`src/rtl/lzwe_pkg.sv`:
```
// Shared types and constants for the message-alphabet LZW encoder.
package lzwe_pkg;

    localparam int DICT_DEPTH_DEF = 4096;
    localparam int CODE_W         = 12;
    localparam int BYTE_W         = 8;
    localparam int STATUS_W       = 2;
    localparam int KEY_W          = CODE_W + BYTE_W;
    localparam int RANK_W         = 9;

    localparam logic [STATUS_W-1:0] ST_OK           = 2'd0;
    localparam logic [STATUS_W-1:0] ST_ABSENT_BYTE  = 2'd1;
    localparam logic [STATUS_W-1:0] ST_ALPHA_LATE   = 2'd2;

    localparam logic REQ_ALPHABET = 1'b0;
    localparam logic REQ_ENCODE   = 1'b1;

    typedef enum logic [1:0] {
        OSEL_ALPHA_LATE,
        OSEL_ABSENT,
        OSEL_PHRASE_MID,
        OSEL_PHRASE_LAST
    } out_sel_t;

    typedef struct packed {
        logic     load;
        logic     alpha_mark;
        logic     out_load;
        out_sel_t out_sel;
        logic     rank_start;
        logic     rank_step;
        logic     scan_start;
        logic     scan_run;
        logic     set_phrase_bc;
        logic     set_phrase_found;
        logic     miss_commit;
        logic     clear_all;
    } cmd_t;

    typedef struct packed {
        logic req;
        logic last;
        logic present;
        logic have;
        logic rank_last;
        logic scan_found;
        logic scan_miss;
        logic out_free;
    } stat_t;

endpackage

```
`src/rtl/lzwe_ctrl.sv`:
```
// Control state machine sequencing one input word at a time.
module lzwe_ctrl import lzwe_pkg::*; (
    input  logic  aclk,
    input  logic  aresetn,
    input  logic  s_valid,
    output logic  s_ready,
    input  stat_t stat,
    output cmd_t  cmd
);

    typedef enum logic [8:0] {
        S_IDLE      = 9'b000000001,
        S_EVAL      = 9'b000000010,
        S_RANK      = 9'b000000100,
        S_DECIDE    = 9'b000001000,
        S_SCAN      = 9'b000010000,
        S_EMIT_MISS = 9'b000100000,
        S_EMIT_ERR  = 9'b001000000,
        S_FIN       = 9'b010000000,
        S_EMIT_LAST = 9'b100000000
    } state_t;

    state_t state_reg, state_next;

    always_ff @(posedge aclk) begin
        if (!aresetn) begin
            state_reg <= S_IDLE;
        end else begin
            state_reg <= state_next;
        end
    end

    assign s_ready = (state_reg == S_IDLE);

    always_comb begin
        state_next = state_reg;
        cmd        = '0;
        cmd.out_sel = OSEL_PHRASE_MID;
        unique case (state_reg)
            S_IDLE: begin
                if (s_valid) begin
                    cmd.load   = 1'b1;
                    state_next = S_EVAL;
                end
            end
            S_EVAL: begin
                if (stat.req == REQ_ALPHABET) begin
                    if (stat.have) begin
                        if (stat.out_free) begin
                            cmd.out_load = 1'b1;
                            cmd.out_sel  = OSEL_ALPHA_LATE;
                            state_next   = S_IDLE;
                        end
                    end else begin
                        cmd.alpha_mark = 1'b1;
                        state_next     = S_IDLE;
                    end
                end else if (!stat.present) begin
                    state_next = S_EMIT_ERR;
                end else begin
                    cmd.rank_start = 1'b1;
                    state_next     = S_RANK;
                end
            end
            S_RANK: begin
                cmd.rank_step = 1'b1;
                if (stat.rank_last) begin
                    state_next = S_DECIDE;
                end
            end
            S_DECIDE: begin
                if (!stat.have) begin
                    cmd.set_phrase_bc = 1'b1;
                    state_next        = S_FIN;
                end else begin
                    cmd.scan_start = 1'b1;
                    state_next     = S_SCAN;
                end
            end
            S_SCAN: begin
                cmd.scan_run = 1'b1;
                if (stat.scan_found) begin
                    cmd.set_phrase_found = 1'b1;
                    state_next           = S_FIN;
                end else if (stat.scan_miss) begin
                    state_next = S_EMIT_MISS;
                end
            end
            S_EMIT_MISS: begin
                if (stat.out_free) begin
                    cmd.out_load    = 1'b1;
                    cmd.out_sel     = OSEL_PHRASE_MID;
                    cmd.miss_commit = 1'b1;
                    state_next      = S_FIN;
                end
            end
            S_EMIT_ERR: begin
                if (stat.out_free) begin
                    cmd.out_load = 1'b1;
                    cmd.out_sel  = OSEL_ABSENT;
                    state_next   = S_FIN;
                end
            end
            S_FIN: begin
                if (!stat.last) begin
                    state_next = S_IDLE;
                end else if (stat.have) begin
                    state_next = S_EMIT_LAST;
                end else begin
                    cmd.clear_all = 1'b1;
                    state_next    = S_IDLE;
                end
            end
            S_EMIT_LAST: begin
                if (stat.out_free) begin
                    cmd.out_load  = 1'b1;
                    cmd.out_sel   = OSEL_PHRASE_LAST;
                    cmd.clear_all = 1'b1;
                    state_next    = S_IDLE;
                end
            end
            default: begin
                state_next = S_IDLE;
            end
        endcase
    end

endmodule

```
`config.mk`:
```
export PLATFORM = sky130hd
export DESIGN_NAME = lzwe_ctrl
export DESIGN_NICKNAME = d
export VERILOG_FILES = /design/src/rtl/lzwe_pkg.sv /design/src/rtl/lzwe_ctrl.sv
export SDC_FILE = /design/constraint.sdc
export NUM_CORES = 1
export LEC_CHECK = 0
export ABC_AREA = 1
export BUFFER_PORTS_ARGS = -buffer_cell sky130_fd_sc_hd__buf_2
export CAP_MARGIN = 20
export CORE_MARGIN = 3
export CORE_UTILIZATION = 50
export CTS_CLUSTER_SIZE = 16
export DETAILED_ROUTE_END_ITERATION = 7
export PLACE_DENSITY = 0.74
export SLEW_MARGIN = 5
export SYNTH_ARGS = -nofsm -noshare
export SYNTH_HDL_FRONTEND = slang
export SYNTH_SLANG_ARGS = --single-unit
```
`constraint.sdc`:
```
create_clock -name aclk -period 2 [get_ports aclk]
set_clock_uncertainty 0.2 [all_clocks]
set_input_delay 0.1 -clock aclk [delete_from_list [all_inputs] [get_ports aclk]]
set_output_delay 0.1 -clock aclk [all_outputs]
set_load 0.02 [all_outputs]
```
### Yosys cells after proc, flatten, opt, wreduce, memory -nomap -nowiden

Index checks and enable logic that the tools add are counted.

* register bits after elaboration: 9

* muxes and demuxes: 38
* eq/ne operators: 13
* reduce and logical (&&, ||, !) cells: 2

Operator list (number)
* 9-bit two-way mux: 10
* 9-bit one-hot mux with 8 select lines: 1
* 1-bit two-way mux: 17
* 3-bit two-way mux: 5
* 3-bit one-hot mux with 4 select lines: 1
* 9-bit by 1-bit == test with 1-bit output, second input constant: 1
* 9-bit by 2-bit == test with 1-bit output, second input constant: 1
* 9-bit by 3-bit == test with 1-bit output, second input constant: 1
* 9-bit by 4-bit == test with 1-bit output, second input constant: 1
* 9-bit by 5-bit == test with 1-bit output, second input constant: 1
* 9-bit by 6-bit == test with 1-bit output, second input constant: 1
* 9-bit by 7-bit == test with 1-bit output, second input constant: 1
* 9-bit by 8-bit == test with 1-bit output, second input constant: 1
* 9-bit == test, second input constant: 1
* 8-bit two-way mux: 1
* 7-bit two-way mux: 1
* 4-bit two-way mux: 1
* 2-bit != test, second input constant: 2
* 4-bit AND reduction: 1
* 3-bit != test, second input constant: 1
* 2-bit by 1-bit != test with 1-bit output, second input constant: 1
* 1-bit one-hot mux with 2 select lines: 1
* 2-bit OR reduction: 1

### Depth between registers and ports, before layout

* depth in word-level cells: 4
* depth in mapped cells: 10
* mapped depth without buffers: 10

### Worst setup path after synthesis

No wires, ideal clock.

* path kind: register to register
* start point: reg state_reg[4]
* end point: reg state_reg[0]
* stages on the path, launching flop included: 10
* data arrival time: 1370 ps
* setup time: 62 ps
* path buffers: 0
* path slack: 368 ps
* required time: 1738 ps
* path through: dfxtp_1 > nor2_1 > nand2_2 > nor2_4 > nand2_4 > clkinv_2 > nand2_1 > nor2_1 > nor3_1 > nand3_1

* word-level cells in the longest chain between the ends: 4

RTL lines
* start: declaration: line lzwe_ctrl.sv:23 `state_t state_reg, state_next;`
* start signal: assignment: line lzwe_ctrl.sv:29 `state_reg <= state_next;`
* 9-bit by 7-bit == test with 1-bit output or 9-bit by 6-bit == test with 1-bit output (tied branches): line lzwe_ctrl.sv:39 `unique case (state_reg)`
* 2-bit OR reduction (no source line)
* 2-bit by 1-bit != test with 1-bit output (no source line)
* 4-bit AND reduction (no source line)

Several ways; a longest one is shown, not always the timed one.
A chain may end at the register's enable or synchronous reset.

### Final worst setup path

* start point: reg state_reg[2]
* end point: reg state_reg[8]

Same word-level chain as after synthesis.

==> summary.md <==
| Metric | Value |
|---|---|
| Required @ worst endpoint | 1.99 ns |
| Cell Area, Synth | 815 sq um |
| CP Data Arrival Time | 1.94 ns |
| Largest family of logic cells by synthesized area | simple AND/OR/NAND/NOR gates |
| Switching power | 321 uW |
| Core area | 1420 sq um |
| Remaining antenna violation count after routing | 0 |
| Crit. End Element | flop |
| Mux contribution to synthesized area | 0% |
| Final Cycle Share | 97.7% |
| Fin crit period | 1.95 ns |
| Synth Area in Compound Gates | 8.76% |
| Final Routed Wirelength | 2.12 mm |
| Post-synthesis xor/xnor area fraction | 0% |
| Clock share of power | 18.4% |
| Seq pwr share | 28.9% |
| Initial drt markers | 22 |
| Outcome | finished clean |
| Top-level port count | 25 |
| Combinational power share | 52.6% |
| Htree depth | 1 |
| Post-synth net total | 143 |
| Area Overhead vs Synth | 30.6% |
| CTS tree | built |
| Worst Tran Pin Value | 0.326 ns |
| Die height | 46.4 um |
| Hold Fails Final Rpt | 0 |
| Most common cell after layout, fill and taps aside | inv_1 |
| Syn Inst Count | 132 |
| Remaining DRCs | 0 |
| Vias in the first global route | 871 |
| Worst Setup Start Kind | flop |
| Largest register FFs | 9 |
| Root buf cell | clkbuf_4 |
| Unique cell type count in the Yosys netlist | 22 |
| Syn avg cell area | 6.17 sq um |
| Avg Vias per Cell | 5.14 |
| Synth Area in Adders | 0% |
| Max FO, Critical Path | 6 |
| Worst-path clk slew | 0.06 ns |
| Largest net degree at the start of global routing | 10 |
| Router iterations before antenna repair | 4 |
| Cell Rows | 13 |
| Initial core utilization | 57.6% |
| Global route overflow | 0 |
| Clock buffer depth | 2 |
| Unrepaired setup endpoints after global routing | true |
| Int Pwr | 420 uW |
| Slew HR | 78.2% |
| Final setup fails | 0 |
| Synth warnings | 0 |
| Hold WS | 0.0343 ns |
| Die width | 46.4 um |
| F_max | 0.512 GHz |
| VDD IR max | 539 uV |
| Share of post-route cells with drive strength above 1 | 32.7% |
| Commonest non-fill, non-tap cells in the layout | inv_1, buf_2, nand2_1, nor2_1, nand3_1 |
| Nets | 180 |
| Pwr dens | 698 nW/um^2 |
| CTS buffer count | 3 |
| Layout Utilization | 75.2% |
| Final slew viol count | 0 |
| # Max-Cap Violations | 0 |
| GPL Wtd Cong | 0.881 |
| Leakage | 0.570 nW |
| Simple-Gate Fraction of Synth Area | 55.6% |
| Switching share of power | 43.3% |
| Flops & latches, synth | 9 |
| Clk sink count | 9 |
| Average wire per standard cell | 11.6 um |
| Antenna Cells | 0 |
| Sequential share of the synthesized area | 22.1% |
| Hold crit path type | in -> reg |
| All-Layer GR Usage | 22.2% |
| Worst Setup SP | state_reg[2]$_SDFFE_PN0P_ |
| Die Area | 2150 sq um |
| Hold Startpoint | aresetn |
| Initial antenna violation count | 0 |
| Setup TNS | 0 ns |
| Setup WS post-layout | 0.0467 ns |
| First-pass GRT wire length | 3.44 mm |
| Port buffer count | 24 |
| Filler Cells Inserted | 122 |
| Post-DP HPWL | 1.72 mm |
| Clock latency on the worst-skew pair | 0.26 ns |
| Dpl ws | 0.369 ns |
| Via Count | 940 |
| Worst r2r src | state_reg[2]$_SDFFE_PN0P_ |
| Critical path class | reg -> reg |
==> final cells by class <==
cell class / count / area [sq um] / share of cell area [%]
clock buffers: 4 / 26.3 / 2.47
inverters: 29 / 110 / 10.4
multi-input cells: 94 / 527 / 49.5
flip-flops and latches: 9 / 181 / 17.1
well taps: 15 / 18.8 / 1.76
repair buffers: 32 / 200 / 18.8
==> cell usage after synthesis (all sizes together) <==
cell type | count | area share (%)
a21oi | 9 | 5.5
nand2 | 33 | 20
nor2 | 23 | 15
inv | 27 | 12
nor3 | 7 | 6.8
nand3 | 12 | 7.4
clkinv | 2 | 1.1
o21ai | 4 | 2.5
nand4 | 2 | 1.5
dfxtp | 9 | 22
nor3b | 1 | 1.5
nand3b | 2 | 3.4
a31oi | 1 | 0.77
==> final timing paths <==
check / slack [ns] / endpoint / depth (start not counted)
setup / recovery: 0.05 / state_reg[8]$_SDFFE_PN0P_ / 8
setup reg to reg: 0.05 / state_reg[8]$_SDFFE_PN0P_ / 8
hold / removal: 0.03 / state_reg[5]$_SDFFE_PN0P_ / 3
hold reg to reg: 0.32 / state_reg[6]$_SDFFE_PN0P_ / 2
==> per-stage QoR <==
step	total power, mW	cells	cell area, sq um
floorplan	0.519	132	815
global placement	0.592	171	953
detailed placement	0.602	171	953
CTS	0.744	182	1050
global route	0.796	183	1060
finish	0.742	183	1060
==> power by group through the flow <==
stage	clock network, mW	registers (mW)	logic (mW)
2_1_floorplan	0	0.215	0.304
3_3_place_gp	0	0.218	0.374
3_5_place_dp	0	0.219	0.383
6_report	0.137	0.215	0.390
4_1_cts	0.136	0.215	0.393
5_1_grt	0.150	0.219	0.427
==> routing by layer <==
layer	share of wire [%]	track usage (%)	vias to the layer above
met2	47	40.1	44
met4	0.99	7.95	0
met3	6.5	3.13	3
met1	46	26.1	408
li1	-	-	485
met5	0	0	-
==> what timing repair did <==
action | CTS | global route
setup endpoints to repair | 0 | 3
resized for setup | 0 | 3
setup buffers | 0 | 1
hold buffers | 7 | 0
endpoints found under the hold margin | 5 | 0
==> critical path, stage by stage (launching register included) <==
cell and delay [ns]:
dfxtp_1 0.34, nor2_4 0.13, nand2_2 0.08, nor2_4 0.15
nand2_1 0.13, inv_1 0.09, nand3_1 0.07, dlygate4sd3_1 0.56
a21oi_1 0.14
==> kinds of logic (layout without fill, tap and decap cells) <==
logic type	Yosys count	after routing
simple gates	80	80
buf+inv	29	65
compound gates	14	14
flops	9	9
(Power assumes the default switching activity.)
